===== src/rtl/assert_macros.svh =====
// ----------------------------------------------------------------------------
// assert_macros.svh
// Assertion helpers shared by the RTL; they compile away when SYNTH is set.
// ----------------------------------------------------------------------------
`ifndef ASSERT_MACROS_SVH
`define ASSERT_MACROS_SVH

`ifndef SYNTH
// prop must hold at every clock edge outside reset
`define ASSERT_CLK(lbl, clk, rstn, prop, msg) \
  lbl: assert property (@(posedge clk) disable iff (!rstn) (prop)) else $error(msg);
// cond must never be true outside reset
`define ASSERT_NEVER(lbl, clk, rstn, cond, msg) \
  lbl: assert property (@(posedge clk) disable iff (!rstn) !(cond)) else $error(msg);
`else
`define ASSERT_CLK(lbl, clk, rstn, prop, msg)
`define ASSERT_NEVER(lbl, clk, rstn, cond, msg)
`endif

`endif


===== src/rtl/u16u32dec_pkg.sv =====
// ----------------------------------------------------------------------------
// u16u32dec_pkg
// Beat types, job format and codes for the UTF-16 to UTF-32 byte decoder.
// ----------------------------------------------------------------------------
package u16u32dec_pkg;

  localparam int CP_W = 21;

  typedef struct packed {
    logic [7:0] in_byte;
    logic       end_of_stream;
  } in_beat_t;

  typedef struct packed {
    logic [7:0] out_byte;
    logic [2:0] error_code;
    logic       last_of_run;
  } out_beat_t;

  localparam logic [2:0] ERR_NONE      = 3'd0;
  localparam logic [2:0] ERR_NO_BOM    = 3'd1;
  localparam logic [2:0] ERR_TRUNC     = 3'd2;
  localparam logic [2:0] ERR_BAD_TRAIL = 3'd3;
  localparam logic [2:0] ERR_NONCHAR   = 3'd4;
  localparam logic [2:0] ERR_STRAY     = 3'd5;

  // One job per result run: either a code point to serialize or an error.
  typedef struct packed {
    logic              is_err;
    logic [2:0]        err;
    logic              big_endian;
    logic [CP_W-1:0]   cp;
  } job_t;

  typedef enum logic [2:0] {
    PH_BOM0,
    PH_BOM1,
    PH_U0,
    PH_U1,
    PH_T0,
    PH_T1
  } phase_t;

  localparam logic [CP_W-1:0] BOM_CP    = 21'h00FEFF;
  localparam logic [CP_W-1:0] PLANE1_CP = 21'h010000;

endpackage


===== src/rtl/utf16_to_utf32_byte_decoder_top.sv =====
// ----------------------------------------------------------------------------
// utf16_to_utf32_byte_decoder_top
// UTF-16 byte stream in, UTF-32 byte stream out, BOM-driven byte order.
// ----------------------------------------------------------------------------
// Input channel: one UTF-16 byte per beat (in_push / in_full), BOM first,
// end_of_stream marking the final byte of a stream. Result channel: queue
// style (out_empty / out_pop); each beat carries one UTF-32 byte, an error
// code and last_of_run on the final beat of a run.
// A valid BOM produces a 4-byte UTF-32 BOM; each completed code point
// produces 4 bytes in the detected byte order. Any error produces one beat
// with error_code set and then halts: further bytes are taken and dropped.
// With the serializer idle, a run's first beat reaches out_data once its job
// has been written into the job queue and then loaded into the serializer.
// Throughput: the output serializer sends one beat per cycle while out_pop is
// high, so a 2-byte BMP unit yields 4 output beats. The front end and
// serializer are split by a 2-entry job queue.
// When the receiver stalls, the queue fills and in_full rises; bytes that
// produce no result are still blocked only while the queue is full.
// Reset (rst_n low, synchronous) clears the phase, byte order, halt flag
// and all queued work; the next byte is expected to be a BOM byte.
// ----------------------------------------------------------------------------
module utf16_to_utf32_byte_decoder_top (
  input  logic                     clk,
  input  logic                     rst_n,
  input  logic                     in_push,
  output logic                     in_full,
  input  u16u32dec_pkg::in_beat_t  in_data,
  output logic                     out_empty,
  input  logic                     out_pop,
  output u16u32dec_pkg::out_beat_t out_data
);
  import u16u32dec_pkg::*;

  logic q_push, q_full, q_pop, q_valid;
  job_t q_job, q_head;

  u16u32dec_front u_front (
    .clk     (clk),
    .rst_n   (rst_n),
    .in_push (in_push),
    .in_full (in_full),
    .in_data (in_data),
    .q_full  (q_full),
    .q_push  (q_push),
    .q_job   (q_job)
  );

  u16u32dec_jobq u_jobq (
    .clk      (clk),
    .rst_n    (rst_n),
    .push     (q_push),
    .push_job (q_job),
    .full     (q_full),
    .pop      (q_pop),
    .valid    (q_valid),
    .head     (q_head)
  );

  u16u32dec_back u_back (
    .clk       (clk),
    .rst_n     (rst_n),
    .q_valid   (q_valid),
    .q_head    (q_head),
    .q_pop     (q_pop),
    .out_empty (out_empty),
    .out_pop   (out_pop),
    .out_data  (out_data)
  );

endmodule


===== src/rtl/u16u32dec_front.sv =====
// ----------------------------------------------------------------------------
// u16u32dec_front
// Accepts UTF-16 bytes, tracks BOM / unit / surrogate phase, emits jobs.
// ----------------------------------------------------------------------------
`include "assert_macros.svh"

module u16u32dec_front (
  input  logic                    clk,
  input  logic                    rst_n,
  input  logic                    in_push,
  output logic                    in_full,
  input  u16u32dec_pkg::in_beat_t in_data,
  input  logic                    q_full,
  output logic                    q_push,
  output u16u32dec_pkg::job_t     q_job
);
  import u16u32dec_pkg::*;

  phase_t      phase_r, phase_nxt;
  logic        be_r, be_nxt;
  logic [7:0]  held_r, held_nxt;
  logic [9:0]  lead_r, lead_nxt;
  logic        halted_r, halted_nxt;

  logic            accept;
  logic            emit;
  job_t            job;
  logic [15:0]     unit;
  logic [CP_W-1:0] pair_cp;
  logic [7:0]      b;
  logic            eos;

  function automatic logic is_bmp_nonchar(input logic [15:0] u);
    is_bmp_nonchar = (u[15:1] == 15'h7FFF) || ((u >= 16'hFDD0) && (u <= 16'hFDEF));
  endfunction

  assign b       = in_data.in_byte;
  assign eos     = in_data.end_of_stream;
  assign in_full = q_full;
  assign accept  = in_push & ~q_full;
  assign unit    = be_r ? {held_r, b} : {b, held_r};
  assign pair_cp = PLANE1_CP + {1'b0, lead_r, unit[9:0]};

  always_comb begin
    phase_nxt      = phase_r;
    be_nxt         = be_r;
    held_nxt       = held_r;
    lead_nxt       = lead_r;
    halted_nxt     = halted_r;
    emit           = 1'b0;
    job            = '0;
    job.big_endian = be_r;
    if (!halted_r) begin
      unique case (phase_r)
        PH_BOM0: begin
          if (eos) begin
            emit = 1'b1; job.is_err = 1'b1; job.err = ERR_NO_BOM;
          end else begin
            held_nxt  = b;
            phase_nxt = PH_BOM1;
          end
        end
        PH_BOM1: begin
          if ((held_r == 8'hFE && b == 8'hFF) || (held_r == 8'hFF && b == 8'hFE)) begin
            be_nxt         = (held_r == 8'hFE);
            emit           = 1'b1;
            job.cp         = BOM_CP;
            job.big_endian = be_nxt;
            phase_nxt      = eos ? PH_BOM0 : PH_U0;
          end else begin
            emit = 1'b1; job.is_err = 1'b1; job.err = ERR_NO_BOM;
          end
        end
        PH_U0, PH_T0: begin
          if (eos) begin
            emit = 1'b1; job.is_err = 1'b1; job.err = ERR_TRUNC;
          end else begin
            held_nxt  = b;
            phase_nxt = (phase_r == PH_U0) ? PH_U1 : PH_T1;
          end
        end
        PH_U1: begin
          if (unit[15:10] == 6'b110111) begin
            emit = 1'b1; job.is_err = 1'b1; job.err = ERR_STRAY;
          end else if (unit[15:10] == 6'b110110) begin
            if (eos) begin
              emit = 1'b1; job.is_err = 1'b1; job.err = ERR_TRUNC;
            end else begin
              lead_nxt  = unit[9:0];
              phase_nxt = PH_T0;
            end
          end else if (is_bmp_nonchar(unit)) begin
            emit = 1'b1; job.is_err = 1'b1; job.err = ERR_NONCHAR;
          end else begin
            emit      = 1'b1;
            job.cp    = {5'd0, unit};
            phase_nxt = eos ? PH_BOM0 : PH_U0;
          end
        end
        PH_T1: begin
          if (unit[15:10] != 6'b110111) begin
            emit = 1'b1; job.is_err = 1'b1; job.err = ERR_BAD_TRAIL;
          end else if (pair_cp[15:1] == 15'h7FFF) begin
            emit = 1'b1; job.is_err = 1'b1; job.err = ERR_NONCHAR;
          end else begin
            emit      = 1'b1;
            job.cp    = pair_cp;
            phase_nxt = eos ? PH_BOM0 : PH_U0;
          end
        end
        default: phase_nxt = PH_BOM0;
      endcase
      if (job.is_err) halted_nxt = 1'b1;
    end
  end

  assign q_push = accept & emit;
  assign q_job  = job;

  always_ff @(posedge clk) begin
    if (!rst_n) begin
      phase_r  <= PH_BOM0;
      be_r     <= 1'b0;
      held_r   <= '0;
      lead_r   <= '0;
      halted_r <= 1'b0;
    end else if (accept) begin
      phase_r  <= phase_nxt;
      be_r     <= be_nxt;
      held_r   <= held_nxt;
      lead_r   <= lead_nxt;
      halted_r <= halted_nxt;
    end
  end

  `ASSERT_CLK(a_halt_sticks, clk, rst_n, halted_r |=> halted_r, "halt released without reset")
  `ASSERT_CLK(a_err_halts, clk, rst_n, (q_push && q_job.is_err) |=> halted_r,
              "error job did not halt the front")
  `ASSERT_NEVER(a_no_job_halted, clk, rst_n, q_push && halted_r, "job issued while halted")

endmodule


===== src/rtl/u16u32dec_jobq.sv =====
// ----------------------------------------------------------------------------
// u16u32dec_jobq
// Two-entry job queue between the byte front end and the serializer.
// ----------------------------------------------------------------------------
`include "assert_macros.svh"

module u16u32dec_jobq (
  input  logic                clk,
  input  logic                rst_n,
  input  logic                push,
  input  u16u32dec_pkg::job_t push_job,
  output logic                full,
  input  logic                pop,
  output logic                valid,
  output u16u32dec_pkg::job_t head
);
  import u16u32dec_pkg::*;

  localparam int DEPTH = 2;

  job_t       slot_r [DEPTH];
  logic       wr_r, wr_nxt;
  logic       rd_r, rd_nxt;
  logic [1:0] cnt_r, cnt_nxt;
  logic       do_push, do_pop;

  assign full    = (cnt_r == 2'(DEPTH));
  assign valid   = (cnt_r != 2'd0);
  assign head    = slot_r[rd_r];
  assign do_push = push & ~full;
  assign do_pop  = pop & valid;

  always_comb begin
    wr_nxt  = do_push ? ~wr_r : wr_r;
    rd_nxt  = do_pop ? ~rd_r : rd_r;
    cnt_nxt = cnt_r + {1'b0, do_push} - {1'b0, do_pop};
  end

  always_ff @(posedge clk) begin
    if (!rst_n) begin
      wr_r  <= 1'b0;
      rd_r  <= 1'b0;
      cnt_r <= 2'd0;
    end else begin
      wr_r  <= wr_nxt;
      rd_r  <= rd_nxt;
      cnt_r <= cnt_nxt;
    end
  end

  always_ff @(posedge clk) begin
    if (do_push) slot_r[wr_r] <= push_job;
  end

  `ASSERT_NEVER(a_push_when_full, clk, rst_n, push && full, "job pushed into a full queue")
  `ASSERT_CLK(a_ptr_match, clk, rst_n, (cnt_r == 2'd0 || cnt_r == 2'd2) |-> (wr_r == rd_r),
              "pointers disagree with count")

endmodule


===== src/rtl/u16u32dec_back.sv =====
// ----------------------------------------------------------------------------
// u16u32dec_back
// Serializes jobs into output beats: four code point bytes or one error.
// ----------------------------------------------------------------------------
`include "assert_macros.svh"

module u16u32dec_back (
  input  logic                     clk,
  input  logic                     rst_n,
  input  logic                     q_valid,
  input  u16u32dec_pkg::job_t      q_head,
  output logic                     q_pop,
  output logic                     out_empty,
  input  logic                     out_pop,
  output u16u32dec_pkg::out_beat_t out_data
);
  import u16u32dec_pkg::*;

  logic       busy_r, busy_nxt;
  job_t       job_r, job_nxt;
  logic [1:0] idx_r, idx_nxt;
  logic       last_beat;
  logic       take;
  logic [1:0] sel;
  logic [31:0] word;

  assign last_beat = job_r.is_err || (idx_r == 2'd3);
  // load a new job when idle or when the final beat of this one leaves
  assign take      = ~busy_r | (out_pop & last_beat);
  assign q_pop     = take & q_valid;

  always_comb begin
    busy_nxt = busy_r;
    job_nxt  = job_r;
    idx_nxt  = idx_r;
    if (take) begin
      busy_nxt = q_valid;
      job_nxt  = q_head;
      idx_nxt  = 2'd0;
    end else if (out_pop) begin
      idx_nxt = idx_r + 2'd1;
    end
  end

  always_ff @(posedge clk) begin
    if (!rst_n) begin
      busy_r <= 1'b0;
      idx_r  <= 2'd0;
    end else begin
      busy_r <= busy_nxt;
      idx_r  <= idx_nxt;
    end
  end

  always_ff @(posedge clk) begin
    job_r <= job_nxt;
  end

  assign word = {{(32-CP_W){1'b0}}, job_r.cp};
  assign sel  = job_r.big_endian ? (2'd3 - idx_r) : idx_r;

  always_comb begin
    out_data = '0;
    if (!job_r.is_err) begin
      unique case (sel)
        2'd0: out_data.out_byte = word[7:0];
        2'd1: out_data.out_byte = word[15:8];
        2'd2: out_data.out_byte = word[23:16];
        2'd3: out_data.out_byte = word[31:24];
      endcase
      out_data.error_code = ERR_NONE;
    end else begin
      out_data.error_code = job_r.err;
    end
    out_data.last_of_run = last_beat;
  end

  assign out_empty = ~busy_r;

  `ASSERT_CLK(a_err_is_last, clk, rst_n,
              (!out_empty && out_data.error_code != ERR_NONE) |-> out_data.last_of_run,
              "error beat not marked last")
  `ASSERT_CLK(a_idx_moves, clk, rst_n,
              (busy_r && !out_pop) |=> $stable(idx_r), "byte index moved while stalled")

endmodule


===== config.mk =====
export PLATFORM = sky130hd
export DESIGN_NAME = utf16_to_utf32_byte_decoder_top
export DESIGN_NICKNAME = d
export VERILOG_FILES = /design/src/rtl/u16u32dec_pkg.sv /design/src/rtl/utf16_to_utf32_byte_decoder_top.sv /design/src/rtl/u16u32dec_front.sv /design/src/rtl/u16u32dec_jobq.sv /design/src/rtl/u16u32dec_back.sv
export VERILOG_INCLUDE_DIRS = /design/src /design/src/rtl
export SDC_FILE = /design/constraint.sdc
export NUM_CORES = 1
export LEC_CHECK = 0
export ABC_AREA = 1
export BUFFER_PORTS_ARGS = -buffer_cell sky130_fd_sc_hd__buf_2
export CAP_MARGIN = 20
export CORE_ASPECT_RATIO = 1.25
export CORE_MARGIN = 2
export CORE_UTILIZATION = 41
export DETAILED_ROUTE_END_ITERATION = 10
export GPL_TIMING_DRIVEN = 0
export PLACE_DENSITY = 0.65
export REMOVE_ABC_BUFFERS = 1
export SLEW_MARGIN = 10
export SYNTH_ARGS = -nofsm -noshare
export SYNTH_HDL_FRONTEND = slang
export SYNTH_SLANG_ARGS = --single-unit
export TNS_END_PERCENT = 50

===== constraint.sdc =====
create_clock -name clk -period 3.7 [get_ports clk]
set_input_delay 0.185 -clock clk [delete_from_list [all_inputs] [get_ports clk]]
set_output_delay 0.185 -clock clk [all_outputs]
set_load 0.005 [all_outputs]

## Word level (Yosys, flattened, before mapping)

Memories as Yosys holds them, arrays and structs flattened. A register that Yosys moved wholly into a read port is not among the register bits.
Index checks and enable logic that the tools add are counted.

| storage, ports and cells | value |
|---|---|
| latch bits | 0 |
| bits in registers | 30 |
| output and inout port bits | 14 |
| bits in writable memories | 52 |
| ROM bits | 0 |
| memories | 1 |

| operators by class | value |
|---|---|
| $mul | 0 |
| div/mod/pow operators | 0 |
| shift operators | 0 |
| reductions and logical operators | 17 |
| bitwise logic cells | 15 |
| $lt $le $gt $ge | 2 |
| multiplexer cells | 45 |
| add/sub/neg operators | 5 |
| equality and inequality tests | 27 |

Memory list:

| memory | depth | bits a word | rd ports | clocked after memory_dff | write ports | RTL line | text |
|---|---|---|---|---|---|---|---|
| u_jobq.slot_r | 2 | 26 | 1 | 1 | 1 | u16u32dec_jobq.sv:21 | `job_t slot_r [DEPTH];` |

Operators with widths:

| kind | count |
|---|---|
| $mux W21 | 4 |
| $pmux W21 S3 | 1 |
| $mux W4 | 9 |
| $mux W3 | 11 |
| $eq A8 B8 Y1 const B | 4 |
| $mux W16 | 2 |
| $pmux W8 S4 | 1 |
| $eq A15 B15 Y1 const B | 2 |
| $mux W26 | 1 |
| $mux W22 | 1 |
| $add A17 B20 Y21 const A | 1 |
| $pmux W4 S5 | 1 |
| $ge A16 B16 Y1 const B | 1 |
| $le A16 B16 Y1 const B | 1 |
| $pmux W3 S5 | 1 |
| $eq A6 B6 Y1 const B | 2 |
| $ne A2 B2 Y1 const B | 5 |
| $reduce_and A10 Y1 | 1 |
| $mux W1 | 9 |
| $eq A2 B2 Y1 const B | 4 |
| $mux W8 | 1 |
| $not A1 Y1 | 8 |
| $reduce_and A4 Y1 | 2 |
| $and A1 B1 Y1 | 6 |
| 23 further kinds | 32 |

## Depth between registers and ports, before layout

Gate-level depths: netlist of the first run.

| depth | value |
|---|---|
| depth in word-level cells | 11 |
| gate-level depth with buffers | 15 |
| depth with buffers taken out | 14 |

## Cells and area by module

From an unflattened synthesis of the first run, not the netlist that was laid out.

| second synthesis, totals | value |
|---|---|
| cell total of the unflattened synthesis | 608 |
| area, all modules | 5599.1 um^2 |

Modules (own cells, without submodules):

| module | times used | seq. area each (um^2) | area each (um^2) | cells an instance |
|---|---|---|---|---|
| u16u32dec_jobq | 1 | 1661.6 | 2228.4 | 119 |
| u16u32dec_front | 1 | 460.4 | 2092.0 | 365 |
| u16u32dec_back | 1 | 840.8 | 1278.7 | 124 |

## Worst setup path after synthesis of the first run

Ideal clock, no wire load.

| path | value |
|---|---|
| path kind | register to register |
| from | reg u_front.be_r |
| to | mem u_jobq.slot_r[0][0] (netlist name), enable pin |
| data required time | 3.291 ns |
| library setup time | 0.409 ns |
| path buffers | 1 |
| stages on the path, launching flop included | 10 |
| arrival | 2.325 ns |
| period minus slack after synthesis | 2.733 ns |
| setup slack | 0.967 ns |
| cells stage by stage | dfxtp_1 -> inv_2 -> buf_6 -> nand2_4 -> nand2_4 -> nor2_4 -> nand3_1 -> nand4_1 -> nand2_1 -> nor2_1 |

| between the ends | value |
|---|---|
| longest elaborated chain between the ends | 10 |
| elaborated cells on any way between the ends | 11 |

Ends and longest elaborated chain:

| what | RTL line | text |
|---|---|---|
| start: declaration | u16u32dec_front.sv:20 | `logic be_r, be_nxt;` |
| start signal: assignment | u16u32dec_front.sv:129 | `be_r <= be_nxt;` |
| $mux W16 * | u16u32dec_front.sv:41 | `assign unit = be_r ? {held_r, b} : {b, held_r};` |
| $eq A6 B6 Y1 | u16u32dec_front.sv:85 | `end else if (unit[15:10] == 6'b110110) begin` |
| $mux W1 | u16u32dec_front.sv:85 |  |
| $mux W1 * | u16u32dec_front.sv:83 | `if (unit[15:10] == 6'b110111) begin` |
| $pmux W1 S3 * | u16u32dec_front.sv:54 | `unique case (phase_r)` |
| $mux W1 * | u16u32dec_front.sv:53 | `if (!halted_r) begin` |
| $and A1 B1 Y1 * | u16u32dec_front.sv:117 | `assign q_push = accept & emit;` |
| $and A1 B1 Y1 * | u16u32dec_jobq.sv:30 | `assign do_push = push & ~full;` |
| $mux W1 * | u16u32dec_jobq.sv:52 | `if (do_push) slot_r[wr_r] <= push_job;` |
| $mux W1 (not written as such) * | u16u32dec_jobq.sv:52 |  |
| end: declaration | u16u32dec_jobq.sv:21 |  |

Every way passes the cells marked *; elsewhere a longest branch is shown, timed or not.

## Worst setup path in the final report of the first run

| path | value |
|---|---|
| from | reg u_front.be_r |
| to | mem u_jobq.slot_r[1][14] (netlist name), enable pin |

The elaborated chain is that of the path after synthesis.

==> results of run 1 <==
worst max-delay path, cell delays in order, from the launching register on:
cell and delay (ns):
dfxtp_1 0.86, inv_2 0.31, nand2_4 0.13, nand2_4 0.07, nor2_4 0.16, nand3_1 0.18, nand4_1 0.16, nand2_1 0.11
inv_2 0.09, nand2_1 0.05, inv_1 0.72
cells in the mapped netlist, types with 4 or more instances:
library cell / count
ha_1: 4
nor2_1: 40
nor2_4: 5
nand3_1: 38
o21ai_1: 7
nand2_4: 9
edfxtp_1: 78
inv_2: 5
nand4_1: 7
dfxtp_1: 30
a31oi_1: 6
clkbuf_1: 8
nand2_1: 179
o21ai_0: 31
nand2_2: 12
inv_1: 57
a21oi_1: 34
worst paths after layout:
path | slack (ns) | startpoint | to
min | 0.15 | out_pop | u_back.idx_r[0]
max | 0.46 | u_front.be_r | u_jobq.slot_r[1][14]
min reg2reg | 0.46 | u_jobq.cnt_r[1] | u_jobq.cnt_r[1]
max reg2reg | 0.46 | u_front.be_r | u_jobq.slot_r[1][14]
sequential cells by signal (all words and copies together) (netlist names):
register          cells
u_jobq.slot_r        52
u_back.job_r         26
u_front.lead_r       10
u_front.held_r        8
u_front.phase_r       3
u_back.idx_r          2
u_jobq.cnt_r          2
u_back.busy_r         1
u_front.be_r          1
u_front.halted_r      1
u_jobq.rd_r           1
u_jobq.wr_r           1
area by class of cell:
type                            instances  area (µm²)
Multi-Input combinational cell        398        1960
Timing Repair Buffer                   27         145
Tap cell                              168         210
Clock inverter                          5        52.6
Clock buffer                           11         233
Inverter                               65         249
Sequential cell                       108        2940
Fill cell                            1195        6810
power groups by stage:
stage | clock network (mW) | logic, mW | registers [mW]
after floorplan | 0 | 0.676 | 1.78
after global placement | 0 | 0.935 | 1.82
after detailed placement | 0 | 0.973 | 1.82
after CTS | 0.945 | 0.977 | 1.80
after global routing | 1.00 | 1.12 | 1.83
final | 0.927 | 0.969 | 1.79
placed cells by master (no fill, tap or decap), drive strengths merged:
cell,synthesis,final
o211ai,3,3
nand2,200,200
ha,4,4
a31oi,6,6
o21bai,1,1
clkbuf,8,11
nand3,41,41
nor4,1,1
inv,63,63
nor3,3,3
buf,7,27
bufinv,0,1
mux2i,1,1
xnor2,3,3
a21oi,34,34
clkinv,2,6
edfxtp,78,78
xor2,2,2
nor2,48,48
o21ai,40,40
dfxtp,30,30
or2,1,1
nand3b,3,3
nand4,7,7
routing by layer:
metal	vias to the layer above	global-route usage [%]
met5	-	0
met4	0	6.51
met3	21	3.40
met2	85	27.7
met1	1758	18.0
li1	1977	-
cell families after synthesis:
| logic type | share of synthesized area, % |
|---|---|
| mux | 0.191 |
| fa+ha+maj | 0.957 |
| buf+inv | 6.38 |
| flops | 56.2 |
| compound gates | 8.66 |
| xor+xnor | 0.837 |
| simple gates | 26.7 |
==> flow_summary.toml, run 1 <==
[global_route]
overflow = 0
antenna_found_initial = 0
grt_pass1_vias = 3624
grt_pass1_wl_um = 16700
grtUsageTotal_pct = 15.5
grt_start_max_net_pins = 30

[drt]
routed.top_layer = "met4"
drt_pass1_iterations = 4
via_count = 3841
wl_met3_um = 379
drt-initial-drc-count = 172
wl_met1_um = 4330
wl_met2_um = 5210
vias_per_cell = 4.91
ant_nets = 0
wl_per_cell_um = 13.0
drcViolationCount = 0
wirelength_um = 10200

[pwr]
power_density_nw_per_um2 = 637
netSwitchingFraction_pct = 32.5
power_leakage_nw = 2.39
comb_power_share_pct = 26.3
ir_drop_mv = 0.288
p_sw_mw = 1.20
p_total_mw = 3.69
p_seq_share_pct = 48.6
pwr-share-clk_pct = 25.1
internal_power_mw = 2.49

[final_layout]
fin_util_pct = 45.9
n_antenna_cell = 0
stdcell_count = 782
layout-drive-gt1-share_pct = 13.5
syn_to_final_growth_pct = 10.7
final_nets = 626
final_cell_area_um2 = 5790

[cts]
clkTransAtPathRegs_ns = 0.07
insertion_delay_ns = 0.34
cts_root_buf = "clkbuf_16"
cts_sinks = 108
cts_tree = "done"
clockBufferDepth = 2
h-tree-depth = 3
cts_buffers = 9
hold_buffers = 0
cts_setup_buffers = 0
cts_resized = 0

[setup_path]
crit_fanout = 27
worstPathRequired_ns = 3.66
r2r_cells = 10
startpoint_type = "flop"
crit_type = "reg -> reg"
endpoint_kind = "flop"
cp.arrival_ns = 3.20

[logic_synthesis]
synth_warnings = 0
ys_ff_latch = 108
avgSynthCellArea_um2 = 8.93
netlist-cell-type-count = 37
async_reset_ff_share_pct = 0
synthFlopType = "edfxtp_1"
synth_edf_count = 78
yosysTopAreaCell = "edfxtp_1"
synthCells = 586
synthTopCellsByArea = "edfxtp_1 (45%), nand2_1 (13%), dfxtp_1 (11%)"
netlist.area_leader.share_pct = 44.8
synth-seq-area-share_pct = 56.2
netlist_area_um2 = 5230

[run]
maxCapViolCount = 0

[sta]
finalSetupTns_ns = 0
fin_worst_skew_ns = 0.00639
setup_viol = 0
fmax_ghz = 0.308
holdWs_ns = 0.153
fin_ws_ns = 0.456
hold_viol_final = 0
worst_pin_slew_ns = 1.01
rsz0062_at_grt = "false"
maxSlewViolCount = 0
slew-limit-headroom_pct = 32.3
post-route-period-util_pct = 87.7
period_needed_ns = 3.24

[hold_path]
hold_path.class = "in -> reg"
hold_depth = 3

[place]
hpwlAfterDp_um = 7670
dpl.cell_count = 766
numPortBuffers = 26
routabilityCongestion = 0.902
post_dp_cell_area_um2 = 5510
post-place-ws_ns = 0.442

[floorplanning]
fp.coreArea_um2 = 12600
dieHeight_um = 130
std_cell_rows = 46
io_pins = 27
die_w_um = 105
fp.dieArea_um2 = 13700
initial_utilization_pct = 41.5

[outcome]
status = "complete, no violations"
(Power assumes the default switching activity.)
==> inputs of run 2 (changes only) <==
--- a/config.mk
+++ b/config.mk
@@ -14,7 +14,7 @@
 export CORE_UTILIZATION = 41
 export DETAILED_ROUTE_END_ITERATION = 10
 export GPL_TIMING_DRIVEN = 0
-export PLACE_DENSITY = 0.65
+export PLACE_DENSITY = 0.62
 export REMOVE_ABC_BUFFERS = 1
 export SLEW_MARGIN = 10
 export SYNTH_ARGS = -nofsm -noshare
==> flow_summary.toml, run 2 (synthesis results as in run 1) <==
[final_layout]
final_nets = 626
final_cell_area_um2 = 5790
regMostFlops = "u_jobq.slot_r"
syn_to_final_growth_pct = 10.7
stdcell_count = 782
largest_register_ffs = 52
layout_commonest_cell = "nand2_1"
n_antenna_cell = 0
mostFrequentLayoutCells = "nand2_1 (179), edfxtp_1 (78), inv_1 (57)"
layout-drive-gt1-share_pct = 13.7
fin_util_pct = 46.0
reg_top3 = "u_jobq.slot_r: 52 flops, u_back.job_r: 26 flops, u_front.lead_r: 10 flops"

[pwr]
internal_power_mw = 2.43
power_density_nw_per_um2 = 630
ir_drop_mv = 0.227
power_leakage_nw = 2.38
p_sw_mw = 1.22
netSwitchingFraction_pct = 33.5
p_seq_share_pct = 49.3
comb_power_share_pct = 26.6
pwr-share-clk_pct = 24.1

[setup_path]
r2r_cells = 8
crit_fanout = 26
worstPathRequired_ns = 3.67
cp_slowest_cell = "dfxtp_1"
startpoint_type = "flop"
slowest_delay_ns = 0.87
path_cells = "inv_2, nand2_4, nand2_4, nor2_4, nand3_1, nand4_1, nand2_1, nor2_4"
endpoint_kind = "flop"
crit_type = "reg -> reg"
cp.arrival_ns = 2.93

[cts]
cts_resized = 0
cts_setup_buffers = 0
cts_buffers = 9
h-tree-depth = 3
cts_tree = "done"
hold_buffers = 0
cts_root_buf = "clkbuf_16"
insertion_delay_ns = 0.34
clkTransAtPathRegs_ns = 0.06
cts_sinks = 108
clockBufferDepth = 2

[floorplanning]
io_pins = 27
die_w_um = 105
fp.dieArea_um2 = 13700
std_cell_rows = 46
fp.coreArea_um2 = 12600
dieHeight_um = 130
initial_utilization_pct = 41.5

[drt]
drt_pass1_iterations = 4
drcViolationCount = 0
ant_nets = 0
vias_per_cell = 4.83
wirelength_um = 10400
drt-initial-drc-count = 266
wl_per_cell_um = 13.4
via_count = 3778

[global_route]
overflow = 0
grtUsageTotal_pct = 15.9
grt_pass1_vias = 3585
grt_pass1_wl_um = 17300
antenna_found_initial = 0
grt_start_max_net_pins = 30

[sta]
fmax_ghz = 0.338
maxSlewViolCount = 0
slew-limit-headroom_pct = 31.1
fin_ws_ns = 0.739
post-route-period-util_pct = 80.0
period_needed_ns = 2.96
worst_pin_slew_ns = 1.03
fin_worst_skew_ns = 0.0121
finalSetupTns_ns = 0
hold_viol_final = 0
rsz0062_at_grt = "false"
setup_viol = 0

[place]
routabilityCongestion = 0.902
dpl.cell_count = 765
numPortBuffers = 26
hpwlAfterDp_um = 7720
post-place-ws_ns = 0.378
post_dp_cell_area_um2 = 5500

[run]
maxCapViolCount = 0

[hold_path]
hold_depth = 3
hold_path.class = "in -> reg"

[outcome]
status = "complete, no violations"
==> run 2: layout make-up <==
| class | instances | area (µm²) |
|---|---|---|
| Fill cell | 1207 | 6810 |
| Sequential cell | 108 | 2940 |
| Multi-Input combinational cell | 398 | 1960 |
| Inverter | 65 | 249 |
| Clock buffer | 10 | 229 |
| Tap cell | 168 | 210 |
| Timing Repair Buffer | 27 | 158 |
| Clock inverter | 6 | 40.0 |
==> run 2: path summary, 6_finish.rpt <==
check | start | end | slack [ns]
min | in_data[7] | u_front.held_r[6] | 0.15
min reg2reg | u_jobq.cnt_r[1] | u_jobq.cnt_r[1] | 0.47
max | u_front.be_r | u_jobq.slot_r[0][1] | 0.74
max reg2reg | u_front.be_r | u_jobq.slot_r[0][1] | 0.74
==> run 2: power groups by stage <==
stage	registers (mW)	logic [mW]	clock network [mW]
after floorplan	1.78	0.676	0
after global placement	1.82	0.938	0
after detailed placement	1.83	0.973	0
after CTS	1.80	0.977	0.897
after global routing	1.83	1.11	0.960
final	1.80	0.971	0.879
==> run 2: metrics by stage <==
step / total power, mW / hold slack (ns)
2_1_floorplan: 2.45 / 0.278
3_3_place_gp: 2.76 / 0.435
3_5_place_dp: 2.80 / 0.454
4_1_cts: 3.68 / 0.134
5_1_grt: 3.90 / 0.148
6_report: 3.65 / 0.154
==> run 2: worst max-delay path: cells and delay by family (launching register included) <==
family / cells / cell delay [ns]
AND/OR/NAND/NOR: 7 / 1.39
buffers and inverters: 1 / 0.30
flip-flops: 1 / 0.87
==> run 2: routing by layer <==
metal / wire length (µm) / up-vias / track usage [%]
met5: 0 / - / 0
met4: 121 / 0 / 5.88
met3: 345 / 8 / 2.70
met2: 5210 / 68 / 27.8
met1: 4770 / 1719 / 19.9
li1: - / 1983 / -
==> inputs of run 3 (changes only) <==
--- a/config.mk
+++ b/config.mk
@@ -14,7 +14,7 @@
 export CORE_UTILIZATION = 41
 export DETAILED_ROUTE_END_ITERATION = 10
 export GPL_TIMING_DRIVEN = 0
-export PLACE_DENSITY = 0.62
+export PLACE_DENSITY = 0.64
 export REMOVE_ABC_BUFFERS = 1
 export SLEW_MARGIN = 10
 export SYNTH_ARGS = -nofsm -noshare
==> constraint.sdc (replaced) <==
create_clock -name clk -period 2.4 [get_ports clk]
set_input_delay 0.12 -clock clk [delete_from_list [all_inputs] [get_ports clk]]
set_output_delay 0.12 -clock clk [all_outputs]
set_load 0.005 [all_outputs]
==> flow_summary.toml, run 3 (synthesis results as in run 1) <==
[floorplanning]
std_cell_rows = 46
fp.dieArea_um2 = 13700
io_pins = 27
die_w_um = 105
dieHeight_um = 130
fp.coreArea_um2 = 12600
initial_utilization_pct = 41.5

[run]
maxCapViolCount = 0

[setup_path]
cp.arrival_ns = 2.10
endpoint_kind = "output pin"
r2r-end = "u_jobq.slot_r[0][23]"
rrSetupSlack_ns = 0.22
crit_type = "reg -> out"
startpoint_type = "flop"
worstPathRequired_ns = 2.28
crit_fanout = 9
rr_startpoint = "u_front.be_r"
r2r_cells = 9

[pwr]
p_sw_mw = 1.97
ir_drop_mv = 0.428
netSwitchingFraction_pct = 33.0
internal_power_mw = 4.01
power_leakage_nw = 2.44
p_total_mw = 5.98
power_density_nw_per_um2 = 1000
pwr-share-clk_pct = 27.0
p_seq_share_pct = 46.7
comb_power_share_pct = 26.2

[cts]
h-tree-depth = 3
insertion_delay_ns = 0.35
clockBufferDepth = 2
cts_tree = "done"
cts_root_buf = "clkbuf_16"
cts_sinks = 108
cts_buffers = 9
clkTransAtPathRegs_ns = 0.07

[global_route]
grt_pass1_vias = 3738
grtUsageTotal_pct = 16.4
grt_start_max_net_pins = 30
antenna_found_initial = 0
overflow = 0
grt_pass1_wl_um = 17800

[final_layout]
layout_commonest_cell = "nand2_1"
reg_top3 = "u_jobq.slot_r: 52 flops, u_back.job_r: 26 flops, u_front.lead_r: 10 flops"
mostFrequentLayoutCells = "nand2_1 (176), edfxtp_1 (78), inv_1 (56)"
layout-drive-gt1-share_pct = 17.1
stdcell_count = 787
final_nets = 631
final_cell_area_um2 = 5980
regMostFlops = "u_jobq.slot_r"
fin_util_pct = 47.4
largest_register_ffs = 52
syn_to_final_growth_pct = 14.3
n_antenna_cell = 0

[place]
numPortBuffers = 26
dpl.cell_count = 765
post_dp_cell_area_um2 = 5500
routabilityCongestion = 0.897
hpwlAfterDp_um = 7760

[drt]
vias_per_cell = 4.97
ant_nets = 0
drt-initial-drc-count = 256
drt_pass1_iterations = 4
wl_per_cell_um = 14.0
wirelength_um = 11000
via_count = 3909
drcViolationCount = 0

[sta]
rsz0062_at_grt = "false"
period_needed_ns = 2.22
maxSlewViolCount = 0
post-route-period-util_pct = 92.7
slew-limit-headroom_pct = 35.3
setup_viol = 0
fmax_ghz = 0.450
fin_worst_skew_ns = 0.00905
hold_viol_final = 0
worst_pin_slew_ns = 0.969

[outcome]
status = "complete, no violations"

[hold_path]
min_from = "in_data[8]"
holdPathEnd = "u_front.held_r[7]"
hold_path.class = "in -> reg"
hold_depth = 3
## run 3: changes by cell type in the layout (fill, tap and decap cells not counted), sizes merged
| cell | previous run | this run |
|---|---|---|
| bufinv | 0 | 2 |
| clkbuf | 10 | 9 |
| clkinvlp | 2 | 3 |
| nor2 | 48 | 49 |
| clkinv | 5 | 3 |
| buf | 27 | 30 |
| inv | 64 | 65 |
## run 3: power groups by stage
stage,sequential (mW),clock [mW],combinational (mW)
4_1_cts,2.80,1.65,1.57
6_report,2.79,1.62,1.57
3_5_place_dp,2.82,0,1.50
3_3_place_gp,2.80,0,1.45
5_1_grt,2.84,1.72,1.78
2_1_floorplan,2.74,0,1.04
## run 3: worst max path at each step
stage / from / end
2_1_floorplan: u_front.be_r / u_jobq.slot_r[0][0]
3_3_place_gp: u_front.be_r / u_jobq.slot_r[0][17]
3_5_place_dp: u_front.be_r / u_jobq.slot_r[1][16]
4_1_cts: u_front.be_r / u_jobq.slot_r[1][11]
5_1_grt: u_back.job_r[21] / out_data[5]
6_report: u_back.job_r[21] / out_data[4]
## run 3: repair_timing
item | CTS | global route
hold buffers | 0 | 0
endpoints found under the setup margin | 134 | 70
gates resized for setup | 13 | 11
buffers inserted | 3 | 1
pin swaps | 1 | 1
cloned | 2 | 0
## run 3: metal layers
metal | vias to the layer above | track usage [%] | wire length [µm]
met4 | 0 | 5.57 | 104
li1 | 1997 | - | -
met5 | - | 0 | 0
met2 | 72 | 30.6 | 5850
met3 | 8 | 2.75 | 332
met1 | 1832 | 19.1 | 4740
## run 3: layout make-up
type                       count  area (µm²)
timing repair buffer          30         173
sequential                   108        2950
tap                          168         210
clock inverter                 7         105
fill                        1183        6630
multi-input combinational    399        2050
clock buffer                   9         225
timing repair inverter         1        7.51
inverter                      65         262
## run 3: stage by stage
step	hold slack [ns]	TNS, ns	setup WS [ns]
2_1_floorplan	0.213	-25.23	-0.741
3_3_place_gp	0.418	-68.91	-1.58
3_5_place_dp	0.437	-47.85	-0.878
4_1_cts	0.0679	0	0.000897
5_1_grt	0.0946	0	0.0221
6_report	0.0792	0	0.176
## run 3: critical path, cell delays in order (launching register included)
cell and delay [ns]:
edfxtp_1 0.53, xnor2_4 0.31, inv_1 0.17, nor2_2 0.21
inv_1 0.15, o21ai_0 0.20, a21oi_1 0.07, buf_2 0.13
